## config.mk

```make
export PLATFORM = sky130hd
export DESIGN_NAME = weekly_window_timer_switch_core
export DESIGN_NICKNAME = d
export VERILOG_FILES = /design/src/rtl/core/wwts_pkg.sv /design/src/rtl/core/wwts_window.sv /design/src/rtl/core/weekly_window_timer_switch_core.sv
export SDC_FILE = /design/constraint.sdc
export NUM_CORES = 1
export LEC_CHECK = 0
export ABC_AREA = 1
export BUFFER_PORTS_ARGS = -buffer_cell sky130_fd_sc_hd__buf_2
export CAP_MARGIN = 20
export CELL_PAD_IN_SITES_DETAIL_PLACEMENT = 1
export CELL_PAD_IN_SITES_GLOBAL_PLACEMENT = 2
export CORE_ASPECT_RATIO = 0.6
export CORE_MARGIN = 2
export CORE_UTILIZATION = 40
export DETAILED_ROUTE_END_ITERATION = 12
export PLACE_DENSITY_LB_ADDON = 0.12
export SETUP_SLACK_MARGIN = 0.02
export SLEW_MARGIN = 20
export SYNTH_ARGS = -nofsm -noshare
export SYNTH_HDL_FRONTEND = slang
export SYNTH_SLANG_ARGS = --single-unit
```

## constraint.sdc

```tcl
create_clock -name clk -period 10.6 [get_ports clk]
set_input_delay 1.06 -clock clk [delete_from_list [all_inputs] [get_ports clk]]
set_output_delay 1.06 -clock clk [all_outputs]
set_load 0.01 [all_outputs]
```

## src/rtl/core/wwts_pkg.sv

```systemverilog
// ----------------------------------------------------------------------------
// wwts_pkg
// Shared types and constants of the weekly window timer switch.
// ----------------------------------------------------------------------------
package wwts_pkg;

	// Time of day in seconds; a raw hour of 31 still fits.
	localparam int unsigned TIME_W     = 17;
	localparam int unsigned END_SUM_W  = TIME_W + 1;
	localparam int unsigned HOUR_W     = 5;
	localparam int unsigned MINUTE_W   = 6;
	localparam int unsigned SECOND_W   = 6;
	localparam int unsigned WEEKDAY_W  = 3;
	localparam int unsigned SKIP_DAY_W = 4;
	localparam int unsigned DAYMASK_W  = 7;

	localparam logic [TIME_W-1:0]    SECS_PER_HOUR   = TIME_W'(3600);
	localparam logic [TIME_W-1:0]    SECS_PER_MINUTE = TIME_W'(60);
	localparam logic [TIME_W-1:0]    DAY_LAST_SEC    = TIME_W'(86399);
	localparam logic [END_SUM_W-1:0] SECS_PER_DAY    = END_SUM_W'(86400);

	// Skip day code for "no day skipped".
	localparam logic [SKIP_DAY_W-1:0] NO_DAY = SKIP_DAY_W'(8);
	// Weekday that no window mask can enable.
	localparam logic [WEEKDAY_W-1:0]  WEEKDAY_NONE = WEEKDAY_W'(7);

	// Window register packing.
	localparam int unsigned WIN_W         = 41;
	localparam int unsigned WIN_START_LSB = 0;
	localparam int unsigned WIN_DUR_LSB   = 17;
	localparam int unsigned WIN_DAYS_LSB  = 34;
	localparam int unsigned WIN_FIELD_W   = 17;

	localparam int unsigned MAX_WINDOWS_DEF = 4;
	localparam int unsigned ACT_W           = 4;
	localparam int unsigned USE_W           = 3;

	// Configuration register indexes.
	localparam int unsigned CFG_IDX_W = 3;
	localparam logic [CFG_IDX_W-1:0] CFG_WINDOW_0       = 3'd0;
	localparam logic [CFG_IDX_W-1:0] CFG_WINDOWS_IN_USE = 3'd4;
	localparam logic [CFG_IDX_W-1:0] CFG_ON_LEVEL       = 3'd5;
	localparam logic [CFG_IDX_W-1:0] CFG_PERM_OFF       = 3'd6;

	// Per-window decision handed to the top level.
	typedef struct packed {
		logic clr;   // active window ran past its end: clear and ask for off
		logic set;   // idle window is inside its span: set and ask for on
	} wwts_hit_t;

	// Window context shared by every window evaluator.
	typedef struct packed {
		logic [TIME_W-1:0]    t;
		logic [WEEKDAY_W-1:0] weekday;
		logic                 was_on;
	} wwts_tick_t;

endpackage

```

## src/rtl/core/wwts_window.sv

```systemverilog
// ----------------------------------------------------------------------------
// wwts_window
// Evaluates one switching window against the current tick.
// ----------------------------------------------------------------------------
module wwts_window (
	input  logic [wwts_pkg::WIN_W-1:0] window_cfg,
	input  logic                       in_use,
	input  logic                       active,
	input  wwts_pkg::wwts_tick_t       tick,
	output wwts_pkg::wwts_hit_t        hit
);
	import wwts_pkg::*;

	logic [WIN_FIELD_W-1:0] start_raw;
	logic [WIN_FIELD_W-1:0] dur_raw;
	logic [DAYMASK_W-1:0]   days;
	logic [TIME_W-1:0]      start_sec;
	logic [TIME_W-1:0]      dur_sec;
	logic [END_SUM_W-1:0]   end_sum;
	logic [TIME_W-1:0]      end_sec;
	logic [DAYMASK_W:0]     days_ext;
	logic                   today;

	assign start_raw = window_cfg[WIN_START_LSB +: WIN_FIELD_W];
	assign dur_raw   = window_cfg[WIN_DUR_LSB +: WIN_FIELD_W];
	assign days      = window_cfg[WIN_DAYS_LSB +: DAYMASK_W];

	// Clamp oversized fields to the last second of the day.
	assign start_sec = (start_raw > DAY_LAST_SEC) ? DAY_LAST_SEC : start_raw;
	assign dur_sec   = (dur_raw > DAY_LAST_SEC) ? DAY_LAST_SEC : dur_raw;

	// Wrap the end past midnight; the sum stays below two days.
	assign end_sum = {1'b0, start_sec} + {1'b0, dur_sec};
	assign end_sec = (end_sum >= SECS_PER_DAY) ? TIME_W'(end_sum - SECS_PER_DAY)
	                                           : end_sum[TIME_W-1:0];

	assign days_ext = {1'b0, days};
	assign today    = (tick.weekday != WEEKDAY_NONE) && days_ext[tick.weekday];

	always_comb begin
		hit.clr = in_use && active && (tick.t > end_sec) && today && tick.was_on;
		hit.set = in_use && !active && (tick.t > start_sec) && (tick.t < end_sec)
		          && today && !tick.was_on;
	end

endmodule

```

## src/rtl/core/weekly_window_timer_switch_core.sv

```systemverilog
// ----------------------------------------------------------------------------
// weekly_window_timer_switch_core
// Weekly programmable timer switch: time ticks in, load state out.
// ----------------------------------------------------------------------------
// Each accepted item is one time tick (hour, minute, second, weekday and a
// skip-today request) and yields exactly one result item: load state, pin
// level, skip status and the active bit of every window. The block takes one
// item per clock cycle while the result port is not stalled. A taken item is
// loaded into the input register, passes the window compare logic, and its
// result is loaded into the result register, which offers it. A stalled
// result port holds the result register and, once the input register is full
// too, drops in_ready. Program
// window_0..window_3, windows_in_use, on_level and permanently_off through
// the configuration port while no item is in flight; cfg_ready is always high
// and writes to an index beyond the list are ignored. Window registers above
// MAX_WINDOWS are not built and writes to them are ignored.
// ----------------------------------------------------------------------------
module weekly_window_timer_switch_core #(
	parameter int unsigned MAX_WINDOWS = wwts_pkg::MAX_WINDOWS_DEF
) (
	input  logic                                clk,
	input  logic                                arst_n,
	// tick channel
	input  logic                                in_valid,
	output logic                                in_ready,
	input  logic [wwts_pkg::HOUR_W-1:0]         hour_now,
	input  logic [wwts_pkg::MINUTE_W-1:0]       minute_now,
	input  logic [wwts_pkg::SECOND_W-1:0]       second_now,
	input  logic [wwts_pkg::WEEKDAY_W-1:0]      weekday_now,
	input  logic                                skip_today,
	// result channel
	output logic                                out_valid,
	input  logic                                out_ready,
	output logic                                load_on,
	output logic                                pin_level,
	output logic                                day_skipped,
	output logic [wwts_pkg::ACT_W-1:0]          active_windows,
	// configuration write channel
	input  logic                                cfg_valid,
	output logic                                cfg_ready,
	input  logic [wwts_pkg::CFG_IDX_W-1:0]      cfg_index,
	input  logic [wwts_pkg::WIN_W-1:0]          cfg_data
);
	import wwts_pkg::*;

	// Configuration registers
	logic [WIN_W-1:0] window_q [MAX_WINDOWS];
	logic [USE_W-1:0] windows_in_use_q;
	logic             on_level_q;
	logic             perm_off_q;

	// Switch state. A skip request is always consumed in the tick that
	// brings it, so no pending flag survives between ticks.
	logic                  output_on_q;
	logic                  skip_active_q;
	logic [SKIP_DAY_W-1:0] skip_weekday_q;
	logic [MAX_WINDOWS-1:0] active_q;

	// Input register
	logic                 valid_s1;
	logic [HOUR_W-1:0]    hour_s1;
	logic [MINUTE_W-1:0]  minute_s1;
	logic [SECOND_W-1:0]  second_s1;
	logic [WEEKDAY_W-1:0] weekday_s1;
	logic                 skip_s1;

	// Result register
	logic             valid_s2;
	logic             load_on_s2;
	logic             pin_level_s2;
	logic             day_skipped_s2;
	logic [ACT_W-1:0] active_s2;

	logic in_fire;
	logic advance;

	// Tick evaluation
	logic                   skip_start;
	logic                   skip_end;
	logic                   on_after_skip;
	logic                   skip_active_n;
	logic [SKIP_DAY_W-1:0]  skip_weekday_n;
	logic [SKIP_DAY_W-1:0]  weekday_ext;
	wwts_tick_t             tick;
	wwts_hit_t              hit [MAX_WINDOWS];
	logic [MAX_WINDOWS-1:0] clr_vec;
	logic [MAX_WINDOWS-1:0] set_vec;
	logic [MAX_WINDOWS-1:0] active_n;
	logic                   request;
	logic                   output_on_n;
	logic [ACT_W-1:0]       active_out;

	// Handshakes: advance whenever the result register is empty or drained.
	assign advance   = !valid_s2 || out_ready;
	assign in_ready  = !valid_s1 || advance;
	assign in_fire   = in_valid && in_ready;
	assign cfg_ready = 1'b1;

	// Configuration writes
	always_ff @(posedge clk or negedge arst_n) begin
		if (!arst_n) begin
			windows_in_use_q <= '0;
			on_level_q       <= 1'b1;
			perm_off_q       <= 1'b0;
		end else if (cfg_valid) begin
			case (cfg_index)
				CFG_WINDOWS_IN_USE: windows_in_use_q <= cfg_data[USE_W-1:0];
				CFG_ON_LEVEL:       on_level_q       <= cfg_data[0];
				CFG_PERM_OFF:       perm_off_q       <= cfg_data[0];
				default:            ;
			endcase
		end
	end

	for (genvar gi = 0; gi < MAX_WINDOWS; gi++) begin : g_win_cfg
		always_ff @(posedge clk or negedge arst_n) begin
			if (!arst_n) begin
				window_q[gi] <= '0;
			end else if (cfg_valid && (cfg_index == CFG_WINDOW_0 + CFG_IDX_W'(gi))) begin
				window_q[gi] <= cfg_data;
			end
		end
	end

	// Input register: hold the tick until the result register can take it.
	always_ff @(posedge clk or negedge arst_n) begin
		if (!arst_n) begin
			valid_s1 <= 1'b0;
		end else if (in_ready) begin
			valid_s1 <= in_valid;
		end
	end

	always_ff @(posedge clk) begin
		if (in_fire) begin
			hour_s1    <= hour_now;
			minute_s1  <= minute_now;
			second_s1  <= second_now;
			weekday_s1 <= weekday_now;
			skip_s1    <= skip_today;
		end
	end

	// Skip handling: a skip request, or reaching the stored skip day again,
	// forces the load off; a new weekday ends the skip.
	assign weekday_ext = {1'b0, weekday_s1};
	assign skip_start  = skip_s1 || (!skip_active_q && (skip_weekday_q == weekday_ext));
	assign skip_end    = !skip_start && skip_active_q && (skip_weekday_q != weekday_ext);

	always_comb begin
		on_after_skip  = output_on_q;
		skip_active_n  = skip_active_q;
		skip_weekday_n = skip_weekday_q;
		if (skip_start) begin
			on_after_skip  = 1'b0;
			skip_active_n  = 1'b1;
			skip_weekday_n = weekday_ext;
		end else if (skip_end) begin
			skip_active_n  = 1'b0;
			skip_weekday_n = NO_DAY;
		end
	end

	// Time of day in seconds, formed from the raw fields without wrapping.
	assign tick.t = TIME_W'(hour_s1) * SECS_PER_HOUR
	              + TIME_W'(minute_s1) * SECS_PER_MINUTE
	              + TIME_W'(second_s1);
	assign tick.weekday = weekday_s1;
	assign tick.was_on  = on_after_skip;

	// All windows see the same load state, so windows only clear while the
	// load is on and only set while it is off; the last request then reduces
	// to "any clear" or "any set".
	for (genvar gi = 0; gi < MAX_WINDOWS; gi++) begin : g_win
		wwts_window u_window (
			.window_cfg (window_q[gi]),
			.in_use     (windows_in_use_q > USE_W'(gi)),
			.active     (active_q[gi]),
			.tick       (tick),
			.hit        (hit[gi])
		);
		assign clr_vec[gi]  = hit[gi].clr;
		assign set_vec[gi]  = hit[gi].set;
		assign active_n[gi] = (active_q[gi] && !hit[gi].clr) || hit[gi].set;
	end

	assign request = on_after_skip ? !(|clr_vec) : (|set_vec);

	// Honor a turn-on only when allowed; a refused turn-on keeps the state.
	assign output_on_n = request && (on_after_skip || (!perm_off_q && !skip_active_n));

	always_comb begin
		active_out = '0;
		active_out[MAX_WINDOWS-1:0] = active_n;
	end

	// State update and result register
	always_ff @(posedge clk or negedge arst_n) begin
		if (!arst_n) begin
			valid_s2       <= 1'b0;
			output_on_q    <= 1'b0;
			skip_active_q  <= 1'b0;
			skip_weekday_q <= NO_DAY;
			active_q       <= '0;
		end else if (advance) begin
			valid_s2 <= valid_s1;
			if (valid_s1) begin
				output_on_q    <= output_on_n;
				skip_active_q  <= skip_active_n;
				skip_weekday_q <= skip_weekday_n;
				active_q       <= active_n;
			end
		end
	end

	always_ff @(posedge clk) begin
		if (advance && valid_s1) begin
			load_on_s2     <= output_on_n;
			pin_level_s2   <= output_on_n ? on_level_q : !on_level_q;
			day_skipped_s2 <= skip_active_n;
			active_s2      <= active_out;
		end
	end

	assign out_valid      = valid_s2;
	assign load_on        = load_on_s2;
	assign pin_level      = pin_level_s2;
	assign day_skipped    = day_skipped_s2;
	assign active_windows = active_s2;

endmodule

```

==> impl_metrics.env, run 1 <==
export IMPL_synth_area_leader_cell="dfrtp_1"
export IMPL_route_detailed_drc=0
export IMPL_cts_tree="yes"
export IMPL_clk_path_buf_depth=3
export IMPL_crit_fanout=8
export IMPL_setup_viol=0
export IMPL_ctsResizeCount=0
export IMPL_fin_setup_tns_ns=0
export IMPL_viasPerCell=5.422
export IMPL_ant_nets=0
export IMPL_cts_root_buf="clkbuf_16"
export IMPL_htree_levels=1
export IMPL_postSynthCellCount=2692
export IMPL_fin_nets=3090
export IMPL_grt_pass1_wl_mm=112.9
export IMPL_drt_wl_total_mm=74.44
export IMPL_cts_sinks=209
export IMPL_reg2reg_depth=34
export IMPL_max_slew_margin=0.2128
export IMPL_cp_arrival_ns=7.50
export IMPL_post_drt_wl_per_cell_um=21.82
export IMPL_rsz0062_at_grt="no"
export IMPL_p_leak_nw=11.32
export IMPL_crit_path_max_incr_delay_ns=0.52
export IMPL_die_h_um=174.8
export IMPL_num_vias=18500
export IMPL_overflow=0
export IMPL_pre_cts_slack_ns=3.563
export IMPL_num_io_pins=80
export IMPL_ys_top_cells_by_area="dfrtp_1 (23%), ha_1 (16%), nand2_1 (13%)"
export IMPL_slowest_stage="fa_1"
export IMPL_synth_cell_types=60
export IMPL_gr_usage_all_layers=0.2977
export IMPL_cts_made_buffers=25
export IMPL_syn_mean_instance_area_um2=7.227
export IMPL_grt_antenna_before_repair=11
export IMPL_grt_start_max_net_pins=83
export IMPL_r2r_start="minute_s1[2]$_DFFE_PP_"
export IMPL_syn_area_mm2=0.01945
export IMPL_first_pass_iters=5
export IMPL_grt_pass1_vias=18620
export IMPL_worst_pin_slew_ns=1.180
export IMPL_syn_to_final_growth_pct=9.782
export IMPL_drtIter0Drc=1341
export IMPL_synth_edf_count=28
export IMPL_post_cts_setup_buffers=0
export IMPL_reg2reg_to="pin_level$_DFFE_PP_"
export IMPL_fp_dieW_um=288.7
export IMPL_finalPower_mw=8.092
export IMPL_ys_seq_area_frac=0.2762
export IMPL_rows=62
export IMPL_min_period_ns=7.191
export IMPL_setup_slack_ns=3.409
export IMPL_critPathCapture="pin_level$_DFFE_PP_"
export IMPL_globalplace_congestion=0.9106
export IMPL_start_util=0.4058
export IMPL_min_delay_start="window_q[0]$_DFFE_PN0P_"
export IMPL_path_class="reg2reg"
export IMPL_port_buffers=78
export IMPL_hold_path_class="reg2reg"
export IMPL_coreArea_mm2=0.04794
export IMPL_critPathRequiredTime_ns=10.91
export IMPL_die_area_mm2=0.05048
export IMPL_drive_gt1_frac=0.1166
export IMPL_synth_top_flop_cell="dfrtp_1"
export IMPL_end_kind="flip-flop"
export IMPL_clk_pin_slew_ns=0.07
export IMPL_cp_start_kind="flip-flop"
export IMPL_hold_worst_slack_ns=0.4811
export IMPL_status="complete, no violations"
export IMPL_finalMaxSlewViolations=0
export IMPL_yosys_warnings=0
export IMPL_fin_skew_ns=0.03172
export IMPL_synth_top_cell_area_share=0.2302
export IMPL_cp_common_cell="nand2_1"
export IMPL_power_density_mw_per_mm2=378.9
export IMPL_synthArstFlopShare=0.8660
export IMPL_syn_num_nets=3030
export IMPL_maxCapViolations=0
export IMPL_clk_latency_ns=0.56
export IMPL_vdd_drop_max_v=0.0003090
export IMPL_startpoint="minute_s1[2]$_DFFE_PP_"
export IMPL_finalCritPeriodShare=0.6784
export IMPL_postCtsHoldBufs=0
export IMPL_finalHoldViolations=0
export IMPL_fmax_mhz=139.1
export IMPL_hpwl_mm=58.96
export IMPL_reg2reg_slack_ns=3.41
export IMPL_ys_ff_latch=209
==> placed cells by master (no fill, tap or decap), types with 40 or more instances in the layout <==
| cell type | count |
|---|---|
| dfrtp_1 | 179 |
| a21oi_1 | 146 |
| ha_1 | 253 |
| inv_1 | 361 |
| nand3_1 | 121 |
| nand2_2 | 54 |
| nand2_1 | 653 |
| o21ai_0 | 238 |
| buf_2 | 77 |
| or2_2 | 40 |
| nor2_1 | 221 |
==> worst max-delay path, delay by kind of cell, from the launching register on <==
kind	cells	cell delay, ns
AND/OR/NAND/NOR	14	1.45
flip-flops	1	0.50
AO/OA/AOI/OAI	8	1.45
buffers and inverters	5	0.75
XOR/XNOR	1	0.17
adder cells (fa/ha/maj)	6	2.62
==> synthesized netlist by cell type, types with 3 or more instances <==
master     instances
a31oi_1            7
clkbuf_1          53
nand4_1           30
nor2_2            10
a211oi_1           8
nor2_1           222
xor2_1            33
nand4_4            3
a21oi_1          146
buf_6              3
nand2_4           16
o211ai_1           4
a2111oi_0          3
o21ai_2            7
nor3_1            24
edfxtp_1          28
xnor2_1           33
inv_2             20
o21ai_0          238
nand3_2           12
and2_1             3
nand2_2           51
o21ai_1           14
a21o_1             5
nand2_1          656
nand3_1          122
nor2_4             4
dfrtp_1          179
nand3b_2           3
nand3b_1          13
fa_1              15
or2_2             40
ha_1             253
o21a_1             5
nor4_1            12
o311ai_0           3
xor2_2             8
o21bai_1           9
o31ai_1            5
inv_1            361
==> worst min path at each step <==
stage / endpoint / slack [ns] / cells past startpoint
after CTS: window_q[140]$_DFFE_PN0P_ / 0.48 / 2
after detailed placement: window_q[0]$_DFFE_PN0P_ / 0.47 / 2
after global routing: window_q[99]$_DFFE_PN0P_ / 0.51 / 2
final: window_q[0]$_DFFE_PN0P_ / 0.48 / 2
after global placement: window_q[99]$_DFFE_PN0P_ / 0.46 / 2
after floorplan: window_q[0]$_DFFE_PN0P_ / 0.45 / 2
==> state kept, by name, summed over array words and instances, names as in the netlist, 3 cells and up <==
signal            cells
minute_s1             6
second_s1             6
skip_weekday_q        4
weekday_s1            3
active_q              4
hour_s1               5
windows_in_use_q      3
active_windows        4
window_q            164
==> through the flow <==
stage | cells | util | instance area (µm²)
after floorplan | 2692 | - | 19450
after global placement | 3364 | 0.4278 | 20510
after detailed placement | 3364 | 0.4278 | 20510
after CTS | 3410 | 0.4449 | 21330
after global routing | 3411 | 0.4455 | 21360
final | 3412 | 0.4455 | 21360
==> per-layer routing <==
| layer | track usage | up-vias | share of wire |
|---|---|---|---|
| met5 | 0 | - | 0 |
| met4 | 0.06551 | 0 | 0.023 |
| met3 | 0.04896 | 83 | 0.064 |
| met2 | 0.4318 | 433 | 0.41 |
| met1 | 0.4581 | 9083 | 0.51 |
| li1 | - | 8902 | - |
==> layout make-up <==
| type | instances | area (µm²) |
|---|---|---|
| fillers | 6141 | 26580 |
| multi-input cells | 2044 | 12410 |
| flip-flops and latches | 209 | 5373 |
| inverters | 381 | 1430 |
| well taps | 640 | 800.8 |
| clock buffers | 38 | 724.4 |
| repair buffers | 91 | 516.7 |
| clock inverters | 8 | 96.34 |
| diodes | 1 | 2.502 |
==> report_power, final <==
part / switching, mW / leakage (nW) / internal [mW]
logic: 4.05 / 8.38 / 2.05
registers: 0.136 / 2.54 / 0.969
clock network: 0.377 / 0.402 / 0.520
==> cell families after synthesis <==
kind of cell | after synthesis | share of synthesized area
DFF | 209 | 0.2762
other | 1 | 0.0001928
adders and majority gates | 268 | 0.1781
AOI/OAI and AO/OA | 468 | 0.1309
buffers and inverters | 439 | 0.08689
xor gates and xnor gates | 76 | 0.03923
and+or+nand+nor | 1231 | 0.2885
Power figures use the tool's default switching activity.
==> run 2: changes to the inputs <==
Settings changed: CORE_UTILIZATION 40 to 37.
Clock period 10.6 ns to 7 ns, I/O delays scaled along.
==> impl_metrics.env, run 2 (same netlist as run 1, synthesis figures left out) <==
export IMPL_status="complete, no violations"
export IMPL_hold_path_class="in2async"
export IMPL_gr_usage_all_layers=0.2778
export IMPL_grt_start_max_net_pins=102
export IMPL_reg_largest_list="window_q x164, minute_s1 x6, second_s1 x6"
export IMPL_ant_nets=0
export IMPL_postPlaceCellArea_mm2=0.02065
export IMPL_clk_latency_ns=0.56
export IMPL_coreArea_mm2=0.05221
export IMPL_top_register="window_q"
export IMPL_htree_levels=1
export IMPL_fin_skew_ns=0.01601
export IMPL_power_density_mw_per_mm2=569.1
export IMPL_slowest_stage="nor4b_1"
export IMPL_route_detailed_drc=0
export IMPL_hpwl_mm=61.27
export IMPL_fmax_mhz=147.0
export IMPL_placed_cells=3435
export IMPL_post_drt_wl_per_cell_um=21.75
export IMPL_pwr_share_seq=0.138
export IMPL_drt_wl_total_mm=75.81
export IMPL_p_comb_frac=0.748
export IMPL_final_common_cell="nand2_1"
export IMPL_vdd_drop_max_v=0.0003005
export IMPL_crit_buf_inv=4
export IMPL_crit_path_max_incr_delay_ns=0.74
export IMPL_die_area_mm2=0.05449
export IMPL_num_vias=18530
export IMPL_drtIter0Drc=1364
export IMPL_cts_sinks=209
export IMPL_finalCritPeriodShare=0.9720
export IMPL_finalPower_mw=12.29
export IMPL_globalplace_congestion=0.9081
export IMPL_fin_area_mm2=0.02160
export IMPL_cts_made_buffers=24
export IMPL_cts_root_buf="clkbuf_16"
export IMPL_finish_utilization=0.4136
export IMPL_finalHoldViolations=0
export IMPL_switching_power_mw=6.814
export IMPL_die_h_um=181.6
export IMPL_worst_pin_slew_ns=1.017
export IMPL_rows=65
export IMPL_fin_nets=3102
export IMPL_p_leak_nw=11.39
export IMPL_max_slew_margin=0.3176
export IMPL_grt_pass1_wl_mm=114.2
export IMPL_finalMaxSlewViolations=0
export IMPL_clk_path_buf_depth=3
export IMPL_overflow=0
export IMPL_startpoint="minute_s1[2]$_DFFE_PP_"
export IMPL_cp_arrival_ns=7.11
export IMPL_final_cells=3485
export IMPL_maxCapViolations=0
export IMPL_drive_gt1_frac=0.1241
export IMPL_grt_pass1_vias=18880
export IMPL_port_buffers=78
export IMPL_cp_start_kind="flip-flop"
export IMPL_largest_reg_flops=164
export IMPL_p_clk_frac=0.114
export IMPL_setup_viol=0
export IMPL_clk_pin_slew_ns=0.07
export IMPL_pre_cts_slack_ns=0.1594
export IMPL_fin_setup_tns_ns=0
export IMPL_path_class="reg2reg"
export IMPL_end_kind="flip-flop"
export IMPL_hold_worst_slack_ns=0.2384
export IMPL_fp_dieW_um=300.0
export IMPL_crit_family="adder cells"
export IMPL_start_util=0.3726
export IMPL_syn_to_final_growth_pct=11.00
export IMPL_nFillCells=6580
export IMPL_grt_antenna_before_repair=8
export IMPL_cts_tree="yes"
export IMPL_crit_fanout=8
export IMPL_critPathRequiredTime_ns=7.31
export IMPL_min_period_ns=6.804
export IMPL_r2r_start="minute_s1[2]$_DFFE_PP_"
export IMPL_switching_share=0.5545
export IMPL_internal_power_mw=5.475
export IMPL_first_pass_iters=5
export IMPL_num_io_pins=80
export IMPL_viasPerCell=5.318
export IMPL_cp_common_cell="nand2_1"
export IMPL_setup_slack_ns=0.1958
export IMPL_layout_common_cells="nand2_1 (653), inv_1 (360), ha_1 (251)"
-- run 2: cell count changes in the layout (fill, tap and decap cells not counted), sizes merged --
cell,previous run,this run
buf,90,103
clkbuf,39,36
inv,382,380
bufinv,2,3
clkinv,4,5
-- run 2: cell type report --
| cell class | count | area [µm²] | area share |
|---|---|---|---|
| Sequential cell | 209 | 5373 | 0.2488 |
| Inverter | 381 | 1430 | 0.06622 |
| Tap cell | 703 | 879.6 | 0.04073 |
| Antenna cell | 1 | 2.502 | 0.0001159 |
| Clock inverter | 8 | 128.9 | 0.005968 |
| Timing Repair Buffer | 104 | 598.1 | 0.02769 |
| Clock buffer | 35 | 723.2 | 0.03349 |
| Multi-Input combinational cell | 2044 | 12460 | 0.5770 |
-- run 2: power by group through the flow --
| stage | Combinational [mW] | Sequential (mW) | Clock, mW |
|---|---|---|---|
| 6_report | 9.20 | 1.69 | 1.40 |
| 4_1_cts | 9.08 | 1.69 | 1.43 |
| 2_1_floorplan | 6.11 | 1.61 | 0 |
| 5_1_grt | 10.3 | 1.72 | 1.47 |
| 3_5_place_dp | 9.03 | 1.71 | 0 |
| 3_3_place_gp | 8.57 | 1.70 | 0 |
-- run 2: metal layers --
layer,vias to the layer above,track usage,part of all wire
li1,8932,-,-
met1,9070,0.4134,0.49
met2,458,0.4182,0.41
met3,72,0.05396,0.077
met4,0,0.04780,0.019
met5,-,0,0
-- run 2: timing repair --
item / CTS / global route
setup endpoints to repair: 0 / 4
resized for setup: 0 / 11
setup buffers: 0 / 6
endpoints found under the hold margin: 0 / 0
hold buffers: 0 / 0
-- run 2: final timing paths --
check / to / cells after the start / slack (ns)
worst max-delay path: pin_level$_DFFE_PP_ / 29 / 0.20
worst min-delay path: window_q[150]$_DFFE_PN0P_ / 1 / 0.24
worst max register to register: pin_level$_DFFE_PP_ / 29 / 0.20
worst min register to register: window_q[104]$_DFFE_PN0P_ / 2 / 0.48
max in group asynchronous: window_q[1]$_DFFE_PN0P_ / 2 / 5.45
min in group clk: second_s1[4]$_DFFE_PP_ / 1 / 0.32
==> run 3: changes to the inputs <==
Settings changed: CORE_UTILIZATION 37 to 35, SYNTH_HIERARCHICAL from default to 1.
==> impl_metrics.env, run 3 <==
export IMPL_status="complete, no violations"
export IMPL_num_vias=19970
export IMPL_nFillCells=7477
export IMPL_worst_pin_slew_ns=1.054
export IMPL_grt_busiest_layer="met1"
export IMPL_fin_area_mm2=0.02315
export IMPL_fp_dieW_um=320.2
export IMPL_syn_area_mm2=0.02100
export IMPL_power_density_mw_per_mm2=566.5
export IMPL_num_io_pins=80
export IMPL_finish_utilization=0.3909
export IMPL_reg2reg_to="pin_level$_DFFE_PP_"
export IMPL_p_leak_nw=12.22
export IMPL_synth_edf_count=28
export IMPL_clk_path_buf_depth=3
export IMPL_synthArstFlopShare=0.8660
export IMPL_htree_levels=1
export IMPL_finalMaxSlewViolations=0
export IMPL_layout_common_cells="nand2_1 (674), inv_1 (412), nor2_1 (242), ha_1 (242), dfrtp_1 (179)"
export IMPL_die_area_mm2=0.06203
export IMPL_rows=69
export IMPL_cp_start_kind="flip-flop"
export IMPL_cp_arrival_ns=6.70
export IMPL_gr_usage_all_layers=0.2620
export IMPL_cts_made_buffers=26
export IMPL_overflow=0
export IMPL_setup_viol=0
export IMPL_ys_seq_area_frac=0.2559
export IMPL_reg2reg_slack_ns=0.60
export IMPL_clk_latency_ns=0.55
export IMPL_die_h_um=193.7
export IMPL_ant_nets=0
export IMPL_ys_top_cells_by_count="nand2_1 (674), inv_1 (415), nor2_1 (246)"
export IMPL_syn_num_nets=3247
export IMPL_critPathRequiredTime_ns=7.30
export IMPL_post_drt_wl_per_cell_um=21.65
export IMPL_max_slew_margin=0.2972
export IMPL_grt_pass1_vias=19830
export IMPL_hpwl_mm=65.87
export IMPL_first_pass_iters=6
export IMPL_start_util=0.3545
export IMPL_port_buffers=78
export IMPL_route_detailed_drc=0
export IMPL_crit_path_max_incr_delay_ns=0.52
export IMPL_cp_common_cell="nand2_1"
export IMPL_slowest_stage="fa_1"
export IMPL_fin_nets=3322
export IMPL_grt_pass1_wl_mm=123.7
export IMPL_ys_ff_latch=209
export IMPL_grt_start_max_net_pins=131
export IMPL_grt_util_met3=0.03906
export IMPL_postPlaceCellArea_mm2=0.02214
export IMPL_postSynthCellCount=2917
export IMPL_r2r_start="minute_s1[3]$_DFFE_PP_"
export IMPL_vdd_drop_max_v=0.0003851
export IMPL_finalPower_mw=13.12
export IMPL_grt_antenna_before_repair=2
export IMPL_synth_most_common_cell="nand2_1"
export IMPL_fmax_mhz=156.3
export IMPL_min_period_ns=6.396
export IMPL_cts_tree="yes"
export IMPL_globalplace_congestion=0.9078
export IMPL_fin_skew_ns=0.01315
export IMPL_reg2reg_depth=37
export IMPL_met2_usage=0.3636
export IMPL_largest_reg_flops=164
export IMPL_path_class="reg2reg"
export IMPL_multi_input_area_mm2=0.01366
export IMPL_yosys_warnings=6
export IMPL_clk_pin_slew_ns=0.06
export IMPL_drive_gt1_frac=0.1614
export IMPL_top_register="window_q"
export IMPL_viasPerCell=5.260
export IMPL_finalHoldViolations=0
export IMPL_final_common_cell="nand2_1"
export IMPL_hold_worst_slack_ns=0.09977
export IMPL_synth_top_flop_cell="dfrtp_1"
export IMPL_coreArea_mm2=0.05922
export IMPL_maxCapViolations=0
export IMPL_finalCritPeriodShare=0.9138
export IMPL_syn_to_final_growth_pct=10.27
export IMPL_use_met1=0.4184
export IMPL_crit_fanout=8
export IMPL_seq_area_mm2=0.005373
export IMPL_synth_top_cell_area_share=0.2133
export IMPL_postCtsHoldBufs=0
export IMPL_end_kind="flip-flop"
export IMPL_cts_root_buf="clkbuf_16"
export IMPL_pre_cts_slack_ns=0.3834
export IMPL_reg_largest_list="window_q x164, minute_s1 x6, second_s1 x6"
export IMPL_syn_mean_instance_area_um2=7.198
export IMPL_drtIter0Drc=1555
export IMPL_hold_path_class="in2async"
export IMPL_ys_top_cells_by_area="dfrtp_1 (21%), ha_1 (15%), nand2_1 (12%)"
export IMPL_cts_sinks=209
export IMPL_synth_area_leader_cell="dfrtp_1"
export IMPL_drt_wl_total_mm=82.17
export IMPL_setup_slack_ns=0.6035
export IMPL_synth_cell_types=66
[run 3: timing repair]
action,in CTS,in global routing
buffers inserted,0,4
gates resized for setup,0,21
endpoints found under the setup margin,0,3
[run 3: power by group]
| group | internal (mW) | switching, mW | total [mW] |
|---|---|---|---|
| clock | 0.836 | 0.595 | 1.43 |
| combinational | 3.38 | 6.61 | 9.99 |
| sequential | 1.48 | 0.219 | 1.69 |
| total | 5.69 | 7.42 | 13.1 |
[run 3: worst max path at each step]
stage	from	end	slack, ns	cells past startpoint
3_5_place_dp	minute_s1[3]$_DFFE_PP_	pin_level$_DFFE_PP_	0.38	37
2_1_floorplan	minute_s1[3]$_DFFE_PP_	pin_level$_DFFE_PP_	1.17	36
5_1_grt	minute_s1[3]$_DFFE_PP_	pin_level$_DFFE_PP_	-0.004	41
4_1_cts	minute_s1[3]$_DFFE_PP_	pin_level$_DFFE_PP_	0.34	37
6_report	minute_s1[3]$_DFFE_PP_	pin_level$_DFFE_PP_	0.60	37
3_3_place_gp	minute_s1[3]$_DFFE_PP_	pin_level$_DFFE_PP_	0.57	39
[run 3: worst max-delay path, delay by kind of cell (launching register included)]
| kind | cells | cell delay [ns] |
|---|---|---|
| compound gates | 4 | 0.80 |
| xor+xnor | 2 | 0.30 |
| fa+ha+maj | 6 | 2.26 |
| buf+inv | 6 | 0.62 |
| flops | 1 | 0.44 |
| simple gates | 19 | 1.71 |
[run 3: cell families after synthesis]
logic type,after synthesis,share of synthesized area
and+or+nand+nor,1412,0.3240
AOI/OAI and AO/OA,495,0.1414
buffers and inverters,491,0.09708
adders and majority gates,260,0.1603
DFF,209,0.2559
xor gates and xnor gates,49,0.02116
other,1,0.0001786
[run 3: layout make-up]
class | instances | share of cell area
clock inverter | 15 | 0.006377
sequential | 209 | 0.2321
inverter | 435 | 0.07053
multi-input combinational | 2217 | 0.5901
antenna | 3 | 0.0003243
timing repair buffer | 103 | 0.02605
tap | 781 | 0.04221
clock buffer | 33 | 0.03237
[run 3: per-stage QoR]
step | cells | TNS, ns
after floorplan | 2917 | 0
after global placement | 3741 | 0
after detailed placement | 3741 | 0
after CTS | 3789 | 0
after global routing | 3793 | -0.004093
final | 3796 | 0
[run 3: layer usage]
layer  vias to the layer above  wire length, µm
met3                        80             4360
met5                         -                0
met1                      9705            44100
met2                       424            31880
met4                         0             1829
li1                       9757                -
